### config.mk
export PLATFORM = sky130hd
export DESIGN_NAME = fifo_fully_associative_tag_cache_flat
export DESIGN_NICKNAME = d
export VERILOG_FILES = /design/src/rtl/ftc_pkg.sv /design/src/rtl/ftc_if.sv /design/src/rtl/ftc_ctrl.sv /design/src/rtl/ftc_dp.sv /design/src/rtl/fifo_fully_associative_tag_cache.sv /design/src/flat_wrapper.sv
export SDC_FILE = /design/constraint.sdc
export NUM_CORES = 2
export LEC_CHECK = 0
export BUFFER_PORTS_ARGS = -buffer_cell sky130_fd_sc_hd__buf_2
export CAP_MARGIN = 15
export CORE_AREA = 2 2 359 361
export CTS_CLUSTER_SIZE = 12
export DETAILED_ROUTE_END_ITERATION = 16
export DIE_AREA = 0 0 361 363
export GPL_ROUTABILITY_DRIVEN = 0
export PLACE_DENSITY = 0.63
export SYNTH_ARGS = -nofsm -noshare
export SYNTH_HDL_FRONTEND = slang
export SYNTH_HIERARCHICAL = 1
export SYNTH_SLANG_ARGS = --single-unit
### constraint.sdc
create_clock -name i_clk -period 9.8 [get_ports i_clk]
set_clock_uncertainty 0.2 [all_clocks]
set_input_delay 1.96 -clock i_clk [delete_from_list [all_inputs] [get_ports i_clk]]
set_output_delay 1.96 -clock i_clk [all_outputs]
set_load 0.01 [all_outputs]
### src/rtl/ftc_pkg.sv
// Shared constants and types for the FIFO fully associative tag cache.
package ftc_pkg;

    localparam int WAYS_DEF      = 16;
    localparam int ADDR_W        = 64;
    localparam int CNT_W         = 32;
    localparam int SHIFT_W       = 6;
    localparam int PDATA_W       = 32;
    localparam int PADDR_W       = 3;
    localparam int REG_IDX_W     = PADDR_W - 2;

    localparam logic [SHIFT_W-1:0]   TAG_SHIFT_RST = SHIFT_W'(4);
    localparam logic [REG_IDX_W-1:0] REG_TAG_SHIFT = REG_IDX_W'(0);

    typedef struct packed {
        logic load;
        logic update;
    } t_dp_cmd;

endpackage

### src/rtl/ftc_if.sv
// Valid/ready channels for address beats and result beats.
interface ftc_addr_if
    import ftc_pkg::*;
();
    logic              valid;
    logic              ready;
    logic [ADDR_W-1:0] address;

    modport source (output valid, output address, input ready);
    modport sink   (input valid, input address, output ready);
endinterface

interface ftc_res_if
    import ftc_pkg::*;
();
    logic             valid;
    logic             ready;
    logic             hit;
    logic             evicted;
    logic [CNT_W-1:0] hit_total;
    logic [CNT_W-1:0] miss_total;
    logic [CNT_W-1:0] eviction_total;

    modport source (output valid, output hit, output evicted, output hit_total,
                    output miss_total, output eviction_total, input ready);
    modport sink   (input valid, input hit, input evicted, input hit_total,
                    input miss_total, input eviction_total, output ready);
endinterface

### src/rtl/ftc_ctrl.sv
// Controller: sequences tag capture, lookup/update and the result register.
module ftc_ctrl
    import ftc_pkg::*;
(
    input  logic    i_clk,
    input  logic    i_rst_n,
    input  logic    i_in_valid,
    output logic    o_in_ready,
    input  logic    i_out_ready,
    output logic    o_out_valid,
    output t_dp_cmd o_cmd
);

    typedef enum logic [0:0] {
        S_IDLE,
        S_LOOK
    } t_state;

    t_state r_state, n_state;
    logic   r_out_valid, n_out_valid;
    logic   fire;

    assign o_in_ready  = (r_state == S_IDLE);
    assign o_out_valid = r_out_valid;
    assign fire        = (r_state == S_LOOK) && (!r_out_valid || i_out_ready);

    assign o_cmd.load   = i_in_valid && o_in_ready;
    assign o_cmd.update = fire;

    always_comb begin
        n_state     = r_state;
        n_out_valid = r_out_valid;
        if (r_out_valid && i_out_ready) begin
            n_out_valid = 1'b0;
        end
        case (r_state)
            S_IDLE: begin
                if (i_in_valid) begin
                    n_state = S_LOOK;
                end
            end
            S_LOOK: begin
                if (fire) begin
                    n_out_valid = 1'b1;
                    n_state     = S_IDLE;
                end
            end
            default: n_state = S_IDLE;
        endcase
    end

    always_ff @(posedge i_clk) begin
        if (!i_rst_n) begin
            r_state     <= S_IDLE;
            r_out_valid <= 1'b0;
        end else begin
            r_state     <= n_state;
            r_out_valid <= n_out_valid;
        end
    end

endmodule

### src/rtl/ftc_dp.sv
// Datapath: tag store, FIFO pointers, parallel tag compare and counters.
module ftc_dp
    import ftc_pkg::*;
#(
    parameter int WAYS = WAYS_DEF
) (
    input  logic               i_clk,
    input  logic               i_rst_n,
    input  t_dp_cmd            i_cmd,
    input  logic [ADDR_W-1:0]  i_address,
    input  logic [SHIFT_W-1:0] i_tag_shift,
    output logic               o_hit,
    output logic               o_evicted,
    output logic [CNT_W-1:0]   o_hit_total,
    output logic [CNT_W-1:0]   o_miss_total,
    output logic [CNT_W-1:0]   o_eviction_total
);

    localparam int SLOT_W = (WAYS > 1) ? $clog2(WAYS) : 1;
    localparam int FILL_W = $clog2(WAYS + 1);
    localparam int DW     = SLOT_W + 1;

    logic [ADDR_W-1:0] r_tag;
    logic [ADDR_W-1:0] r_store [WAYS];
    logic [SLOT_W-1:0] r_oldest;
    logic [FILL_W-1:0] r_fill;
    logic [CNT_W-1:0]  r_hits, r_misses, r_evicts;
    logic              r_hit, r_evicted;

    logic [WAYS-1:0]   match;
    logic              hit;
    logic              full;
    logic [DW-1:0]     wr_sum;
    logic [SLOT_W-1:0] wr_slot;
    logic [SLOT_W-1:0] oldest_inc;

    always_comb begin
        logic [DW-1:0] off;
        for (int j = 0; j < WAYS; j++) begin
            off = DW'(j) + DW'(WAYS) - DW'(r_oldest);
            if (off >= DW'(WAYS)) begin
                off = off - DW'(WAYS);
            end
            match[j] = (off < DW'(r_fill)) && (r_store[j] == r_tag);
        end
    end

    assign hit  = |match;
    assign full = (r_fill == FILL_W'(WAYS));

    always_comb begin
        wr_sum = DW'(r_oldest) + DW'(r_fill);
        if (wr_sum >= DW'(WAYS)) begin
            wr_sum = wr_sum - DW'(WAYS);
        end
        wr_slot = wr_sum[SLOT_W-1:0];
    end

    assign oldest_inc = (r_oldest == SLOT_W'(WAYS - 1)) ? '0 : r_oldest + 1'b1;

    always_ff @(posedge i_clk) begin
        if (i_cmd.load) begin
            r_tag <= i_address >> i_tag_shift;
        end
        if (i_cmd.update && !hit) begin
            r_store[wr_slot] <= r_tag;
        end
        if (i_cmd.update) begin
            r_hit     <= hit;
            r_evicted <= !hit && full;
        end
    end

    always_ff @(posedge i_clk) begin
        if (!i_rst_n) begin
            r_oldest <= '0;
            r_fill   <= '0;
            r_hits   <= '0;
            r_misses <= '0;
            r_evicts <= '0;
        end else if (i_cmd.update) begin
            if (hit) begin
                if (r_hits != '1) begin
                    r_hits <= r_hits + 1'b1;
                end
            end else begin
                if (r_misses != '1) begin
                    r_misses <= r_misses + 1'b1;
                end
                if (full) begin
                    r_oldest <= oldest_inc;
                    if (r_evicts != '1) begin
                        r_evicts <= r_evicts + 1'b1;
                    end
                end else begin
                    r_fill <= r_fill + 1'b1;
                end
            end
        end
    end

    assign o_hit            = r_hit;
    assign o_evicted        = r_evicted;
    assign o_hit_total      = r_hits;
    assign o_miss_total     = r_misses;
    assign o_eviction_total = r_evicts;

`ifndef SYNTHESIS
    a_fill_bound: assert property (@(posedge i_clk) disable iff (!i_rst_n)
        r_fill <= FILL_W'(WAYS))
        else $error("fill level above way count");

    a_hit_keeps_fifo: assert property (@(posedge i_clk) disable iff (!i_rst_n)
        i_cmd.update && hit |=> $stable(r_fill) && $stable(r_oldest))
        else $error("hit moved FIFO pointers");

    a_miss_fills: assert property (@(posedge i_clk) disable iff (!i_rst_n)
        i_cmd.update && !hit |=> r_fill != '0)
        else $error("miss left store empty");

    a_evict_when_full: assert property (@(posedge i_clk) disable iff (!i_rst_n)
        i_cmd.update && !hit && full |=> r_evicted && (r_fill == FILL_W'(WAYS)))
        else $error("eviction flag or fill wrong on full miss");
`endif

endmodule

### src/rtl/fifo_fully_associative_tag_cache.sv
// Top level: FIFO-replacement fully associative tag cache with APB config.
// An accepted address beat has its tag captured, then in S_LOOK it is compared against all ways
// and the store updated; S_LOOK waits while the previous result beat still waits unaccepted.
// The result is registered; no new address is taken until the current one has left S_LOOK.
// A new address is taken while the previous result still waits in the output register.
// Reset (synchronous, active low) empties the FIFO, clears counters, sets tag_shift to 4.
module fifo_fully_associative_tag_cache
    import ftc_pkg::*;
#(
    parameter int WAYS = WAYS_DEF
) (
    input  logic               i_clk,
    input  logic               i_rst_n,
    ftc_addr_if.sink           i_addr,
    ftc_res_if.source          o_res,
    input  logic               psel,
    input  logic               penable,
    input  logic               pwrite,
    input  logic [PADDR_W-1:0] paddr,
    input  logic [PDATA_W-1:0] pwdata,
    output logic [PDATA_W-1:0] prdata,
    output logic               pready
);

    logic [SHIFT_W-1:0]   r_tag_shift;
    logic [REG_IDX_W-1:0] reg_idx;
    t_dp_cmd              cmd;

    assign reg_idx = paddr[PADDR_W-1:2];
    assign pready  = 1'b1;
    assign prdata  = (reg_idx == REG_TAG_SHIFT) ? PDATA_W'(r_tag_shift) : '0;

    always_ff @(posedge i_clk) begin
        if (!i_rst_n) begin
            r_tag_shift <= TAG_SHIFT_RST;
        end else if (psel && penable && pwrite && pready && reg_idx == REG_TAG_SHIFT) begin
            r_tag_shift <= pwdata[SHIFT_W-1:0];
        end
    end

    ftc_ctrl u_ctrl (
        .i_clk       (i_clk),
        .i_rst_n     (i_rst_n),
        .i_in_valid  (i_addr.valid),
        .o_in_ready  (i_addr.ready),
        .i_out_ready (o_res.ready),
        .o_out_valid (o_res.valid),
        .o_cmd       (cmd)
    );

    ftc_dp #(
        .WAYS (WAYS)
    ) u_dp (
        .i_clk            (i_clk),
        .i_rst_n          (i_rst_n),
        .i_cmd            (cmd),
        .i_address        (i_addr.address),
        .i_tag_shift      (r_tag_shift),
        .o_hit            (o_res.hit),
        .o_evicted        (o_res.evicted),
        .o_hit_total      (o_res.hit_total),
        .o_miss_total     (o_res.miss_total),
        .o_eviction_total (o_res.eviction_total)
    );

endmodule
### src/flat_wrapper.sv
// flat-port wrapper written by rule: the top's interface ports become plain ports
module fifo_fully_associative_tag_cache_flat import ftc_pkg::*;
#(
    parameter int WAYS = WAYS_DEF
)
  (i_clk, i_rst_n, psel, penable, pwrite, paddr, pwdata, prdata, pready, i_addr_valid, i_addr_address, i_addr_ready, o_res_valid, o_res_hit, o_res_evicted, o_res_hit_total, o_res_miss_total, o_res_eviction_total, o_res_ready);
  ftc_addr_if i_addr_i ();
  ftc_res_if o_res_i ();
  input  logic i_clk;
  input  logic i_rst_n;
  input  logic psel;
  input  logic penable;
  input  logic pwrite;
  input  logic [PADDR_W-1:0] paddr;
  input  logic [PDATA_W-1:0] pwdata;
  output logic [PDATA_W-1:0] prdata;
  output logic pready;
  input wire logic [$bits(i_addr_i.valid)-1:0] i_addr_valid;
  input wire logic [$bits(i_addr_i.address)-1:0] i_addr_address;
  output wire logic [$bits(i_addr_i.ready)-1:0] i_addr_ready;
  output wire logic [$bits(o_res_i.valid)-1:0] o_res_valid;
  output wire logic [$bits(o_res_i.hit)-1:0] o_res_hit;
  output wire logic [$bits(o_res_i.evicted)-1:0] o_res_evicted;
  output wire logic [$bits(o_res_i.hit_total)-1:0] o_res_hit_total;
  output wire logic [$bits(o_res_i.miss_total)-1:0] o_res_miss_total;
  output wire logic [$bits(o_res_i.eviction_total)-1:0] o_res_eviction_total;
  input wire logic [$bits(o_res_i.ready)-1:0] o_res_ready;
  assign i_addr_i.valid = i_addr_valid;
  assign i_addr_i.address = i_addr_address;
  assign i_addr_ready = i_addr_i.ready;
  assign o_res_valid = o_res_i.valid;
  assign o_res_hit = o_res_i.hit;
  assign o_res_evicted = o_res_i.evicted;
  assign o_res_hit_total = o_res_i.hit_total;
  assign o_res_miss_total = o_res_i.miss_total;
  assign o_res_eviction_total = o_res_i.eviction_total;
  assign o_res_i.ready = o_res_ready;
  fifo_fully_associative_tag_cache #(.WAYS(WAYS)) u_core (.i_clk(i_clk), .i_rst_n(i_rst_n), .i_addr(i_addr_i), .o_res(o_res_i), .psel(psel), .penable(penable), .pwrite(pwrite), .paddr(paddr), .pwdata(pwdata), .prdata(prdata), .pready(pready));
endmodule
### Yosys cells after proc, flatten, opt, wreduce, memory -nomap -nowiden

Memory sizes are Yosys's and may differ from the RTL's.
Cells that the tools add are included.

| operators by class | value |
|---|---|
| mux-type cells | 27 |
| shift-type cells | 1 |
| equality and inequality tests | 21 |
| $add $sub $neg | 39 |
| bitwise gates (word level) | 4 |
| magnitude comparators | 33 |
| reductions and logical operators | 33 |

Operators by type and width:

| kind | count |
|---|---|
| $eq 64x64->1 | 16 |
| $add 32x1->32 const B | 3 |
| $ne 32x32->1 const B | 3 |
| $ge 5x5->1 const B | 17 |
| $lt 5x5->1 | 16 |
| $mux 5 | 16 |
| $sub 5x4->5 const A | 16 |
| $sub 5x5->5 const B | 16 |
| $shr 64x6->64 | 1 |
| $logic_and 1x1->1 | 24 |
| $reduce_or 16->1 | 1 |
| $reduce_and 3->1 | 4 |
| $mux 4 | 2 |
| $mux 1 | 7 |
| $mux 6 | 1 |
| $add 4x5->5 | 1 |
| $add 5x1->5 const B | 1 |
| $eq 5x5->1 const B | 1 |
| $add 4x1->4 const B | 1 |
| $eq 4x4->1 const B | 1 |
| $not 1->1 | 4 |
| $reduce_and 4->1 | 1 |
| $sub 4x1->4 const B | 1 |
| $logic_not 1->1 | 2 |
| 2 further kinds | 2 |

| word-level totals | value |
|---|---|
| memory bits (writable) | 1024 |
| bits in registers | 179 |
| word-level logic and storage cells | 170 |
| memories kept | 1 |

Memory list:

| name | words | width | rd ports | clocked after memory_dff | write ports | RTL line | source |
|---|---|---|---|---|---|---|---|
| u_core.u_dp.r_store | 16 | 64 | 16 | 0 | 1 | ftc_dp.sv:24 | `logic [ADDR_W-1:0] r_store [WAYS];` |

### Longest topological paths before layout

| depth | value |
|---|---|
| depth after elaboration | 10 |
| mapped depth | 19 |
| depth with buffers taken out | 16 |

### By module

The synthesis kept the hierarchy.

By module, submodules not included:

| module | area each (µm²) | instances | sequential area each (µm²) | cells each |
|---|---|---|---|---|
| ftc_dp | 56086.3 | 1 | 34833.4 | 4153 |
| fifo_fully_associative_tag_cache | 518.0 | 1 | 120.1 | 62 |
| ftc_ctrl | 110.1 | 1 | 40.0 | 10 |

### Worst setup path after synthesis

No wires, ideal clock.

| path | value |
|---|---|
| path type | input -> register |
| start point | input o_res_ready |
| end point | memory u_core.u_dp.r_store[1][0], enable pin |
| path slack | 2820 ps |
| stages | 8 |
| required time | 9113 ps |
| arrival | 6293 ps |
| buffers on the path | 4 |
| cells stage by stage | nand2b_4 and2_1 buf_4 clkbuf_1 clkbuf_1 clkbuf_1 or3b_2 nor2_1 |

| on the way | value |
|---|---|
| longest elaborated chain between the ends | 5 |

RTL lines:

| element | RTL line | source |
|---|---|---|
| start, declared | flat_wrapper.sv:27 | `input wire logic [$bits(o_res_i.ready)-1:0] o_res_ready;` |
| $logic_or 1x1->1 | ftc_ctrl.sv:25 | `assign fire = (r_state == S_LOOK) && (!r_out_valid \|\| i_out_ready);` |
| $logic_and 1x1->1 | ftc_ctrl.sv:25 |  |
| named net u_core.u_ctrl.fire | ftc_ctrl.sv:21 | `logic fire;` |
| $logic_and 1x1->1 | ftc_dp.sv:65 | `if (i_cmd.update && !hit) begin` |
| $mux 1 | ftc_dp.sv:65 |  |
| $mux 1 (implied by the code) | ftc_dp.sv:66 | `r_store[wr_slot] <= r_tag;` |
| end, declared | ftc_dp.sv:24 |  |

The timed path passes the listed nets, and every way through them passes these cells.

### Worst setup path in the final report

| path | value |
|---|---|
| start point | register u_core.u_dp.r_tag[56] |
| end point | register u_core.u_dp.r_hits[1] (netlist: u_core/u_dp/o_hit_total[1]) |

| on the way | value |
|---|---|
| longest elaborated chain between the ends | 4 |
| elaborated cells on any way between the ends | 34 |
| those cells by class | eq/ne (16); reduce/logical (18) |

RTL lines:

| element | RTL line | source |
|---|---|---|
| start, declared | ftc_dp.sv:23 | `logic [ADDR_W-1:0] r_tag;` |
| start signal, assigned | ftc_dp.sv:63 | `r_tag <= i_address >> i_tag_shift;` |
| $eq 64x64->1 | ftc_dp.sv:44 | `match[j] = (off < DW'(r_fill)) && (r_store[j] == r_tag);` |
| $logic_and 1x1->1 | ftc_dp.sv:44 |  |
| $reduce_or 16->1 (*) | ftc_dp.sv:48 | `assign hit = \|match;` |
| $reduce_and 3->1 (no line) (*) | - |  |
| end signal, assigned | ftc_dp.sv:84 | `r_hits <= r_hits + 1'b1;` |
| end, declared | ftc_dp.sv:27 | `logic [CNT_W-1:0] r_hits, r_misses, r_evicts;` |

Every way passes the cells marked *; elsewhere a longest branch is shown, timed or not.
A chain may end at the register's enable or synchronous reset.

==> impl_metrics.ini <==
[synth]
synthFlopType = edfxtp_1
syn_area_um2 = 56710
ys_ff_latch = 1203
ys_warn_count = 6
synth_mux_area_share_pct = 4.015
synth_top_family_by_area = XOR/XNOR gates
ys_seq_area_share_pct = 61.70
yosysMostFrequentCell = edfxtp_1
synth_common_cells = 1,090 x edfxtp_1, 563 x xor2_1, 309 x xnor2_1
yosysTopAreaCellShare_pct = 57.71
synth.area.top_cells = edfxtp_1 58%, xor2_1 8.7%, xnor2_1 4.8%, dfxtp_1 4.0%, mux4_2 2.0%
synth_compound_area_share_pct = 5.114
synth_edf_count = 1090
yosysTopAreaCell = edfxtp_1
synthArstFlopShare_pct = 0
avgSynthCellArea_um2 = 13.42
synth-xor-area-share_pct = 13.47
synth_cells = 4225
synth_cell_types = 79
yosys.area_share.simple_pct = 10.45
synthAdderAreaFrac_pct = 1.425

[min_path]
holdPathEnd = u_core/u_dp/o_eviction_total[9]
holdPathStages = 2
hold_path.startpoint = u_core/u_dp/o_eviction_total[9]
hp-class = register to register

[layout]
fin_nets = 4620
fin_cells = 6201
area_growth_pct = 11.52
drive_above_1_share_pct = 13.22
final_core_util_pct = 49.79

[die]
core_um2 = 127000
die_w_um = 361
start_util_pct = 44.65
fp.dieArea_um2 = 131000
io_pins = 239
die_h_um = 363
row_count = 131

[route]
remaining_drc_errors = 0
wl_um = 159500
ant_nets = 0
via_per_inst = 5.784
dr.pass1.iters = 5
vias = 35870
drt_iter0_markers = 4151
routedWlPerCell_um = 25.72

[sta]
tightest_slew_ps = 1099
fin_ws_ps = 3869
fmax_ghz = 0.1686
finalHoldViolCount = 0
finalMaxSlewViolations = 0
finalCriticalPeriod_ps = 5931
slew_headroom_pct = 26.75
tns_ps = 0
rsz0062_at_grt = false
finalSetupViolations = 0
holdWs_ps = 277.0
period_share_pct = 60.52

[power]
power_density_nw_per_um2 = 181.0
ir_drop_uv = 143.6
power_leakage_uw = 0.02148

[worst_setup_path]
path_common_cell = buf_4
end_kind = register
crit_path_max_incr_delay_ps = 900
timing.rr.start = u_core/u_dp/r_tag[56]
arrival_ps = 6360
path_class = register to register
r2r_slack_ps = 3870
crit_chain = buf_4 > xnor2_1 > nand4_1 > nor4_1 > nand4_1 > or4_1 > o2111ai_1 > nor4_4 > buf_4 > inv_4 > buf_4 > nand3_1 > mux2i_1
worstReg2RegEnd = u_core/u_dp/o_hit_total[1]
required_ps = 10230
rr_worst_depth = 13
startpoint_type = register
slowest_stage = edfxtp_1
path_max_fanout = 101

[grt]
grtUsageMet3_pct = 3.308
overflow = 0
grt_pass1_wl_um = 229700
grt_usage_pct = 23.87
grt_max_degree = 102
grt_use_met2_pct = 37.84
antenna_found_initial = 6
grt_util_met1_pct = 34.10
busiest_layer = met2
grt_pass1_vias = 33540

[placed_design]
io_buffers = 183
dp_cells = 5978
hpwl_um = 97260
pre_cts_ws_ps = 3916

[clocking]
post-cts-setup-buffers = 0
cts_hold_buf = 0
numClockSinks = 1203
cts_tree = yes
htree_levels = 4
cts.repair.resized = 0
cts.path.max_buffers = 3
clk_root_buffer_cell = clkbuf_16
clock_latency_ps = 750
cts_buffers = 131
cts.clk_slew.worst_paths_ps = 60

[run]
max_cap_violations = 0

[run_status]
status = finished clean
layer usage:
layer | part of all wire [%] | up-vias
li1 | - | 15960
met1 | 43 | 18130
met2 | 46 | 1529
met3 | 8.0 | 252
met4 | 2.9 | 0
met5 | 0 | -
stage by stage:
step	power, uW	instance area (um2)
after global routing	11770	63240
final	11450	63250
after global placement	6913	59320
after detailed placement	6927	59320
after CTS	11500	63240
after floorplan	6503	56860
flip-flops by register name, indices dropped and copies added, names as in the netlist:
register / flops
u_core/u_ctrl/r_state: 1
u_core/u_dp/r_oldest: 4
u_core/u_dp/r_fill: 5
u_core/u_dp/r_store: 1024
u_core/u_dp/o_miss_total: 32
u_core/u_dp/o_evicted: 1
u_core/u_dp/o_eviction_total: 32
u_core/u_dp/o_hit_total: 32
u_core/u_ctrl/o_out_valid: 1
u_core/r_tag_shift: 6
u_core/u_dp/o_hit: 1
u_core/u_dp/r_tag: 64
critical path: cells and delay by family (launching register included):
kind	cells	cell delay (ps)
buffers and inverters	4	2010
muxes	1	180
AOI/OAI and AO/OA	1	280
and+or+nand+nor	6	1950
DFF	1	900
xor gates and xnor gates	1	180
layout by cell type (no fill, tap or decap), drive strengths merged, types with 89 or more instances in the layout:
cell type,count
nand2,251
buf,316
mux2i,97
clkbuf,175
edfxtp,1090
nand2b,89
dfxtp,113
xor2,563
nor2,145
nand4,154
inv,130
nor4,176
xnor2,309
cell families (layout without fill, tap and decap cells):
kind of cell             after synthesis  count (layout)
AO/OA/AOI/OAI                        427             427
adder cells (fa/ha/maj)               64              64
multiplexers                         162             162
XOR/XNOR                             872             872
buffers and inverters                391             665
flip-flops                          1203            1203
other                                  3              43
AND/OR/NAND/NOR                     1103            1103
worst max-delay path by stage:
stage | start | end | slack [ps] | cells after the start
CTS | u_core/u_dp/r_tag[10] | u_core/u_dp/o_hit_total[1] | 3910 | 13
detailed placement | u_core/u_dp/r_tag[10] | u_core/u_dp/o_hit_total[0] | 3920 | 13
global placement | u_core/u_dp/r_tag[10] | u_core/u_dp/o_hit_total[0] | 4000 | 13
floorplan | o_res_ready | u_core/u_dp/r_store[1][0] | 2820 | 8
global route | u_core/u_dp/r_tag[1] | u_core/u_dp/o_hit_total[1] | 3580 | 13
finish | u_core/u_dp/r_tag[56] | u_core/u_dp/o_hit_total[1] | 3870 | 13
layout make-up:
cell class	instances	area, um2
well taps	1662	2079
multi-input cells	2670	19840
diodes	1	2.502
repair buffers	316	1914
clock buffers	175	3527
inverters	128	483.0
clock inverters	46	394.1
fillers	10920	63780
flip-flops and latches	1203	35000
report_power, final:
part	internal, uW	leakage (uW)	switching [uW]	total, uW
combinational	322	0.00881	770	1090
clock	2630	0.00189	1990	4620
sequential	5690	0.0108	46.3	5740
total	8650	0.0215	2800	11400
Power figures use the tool's default switching activity.
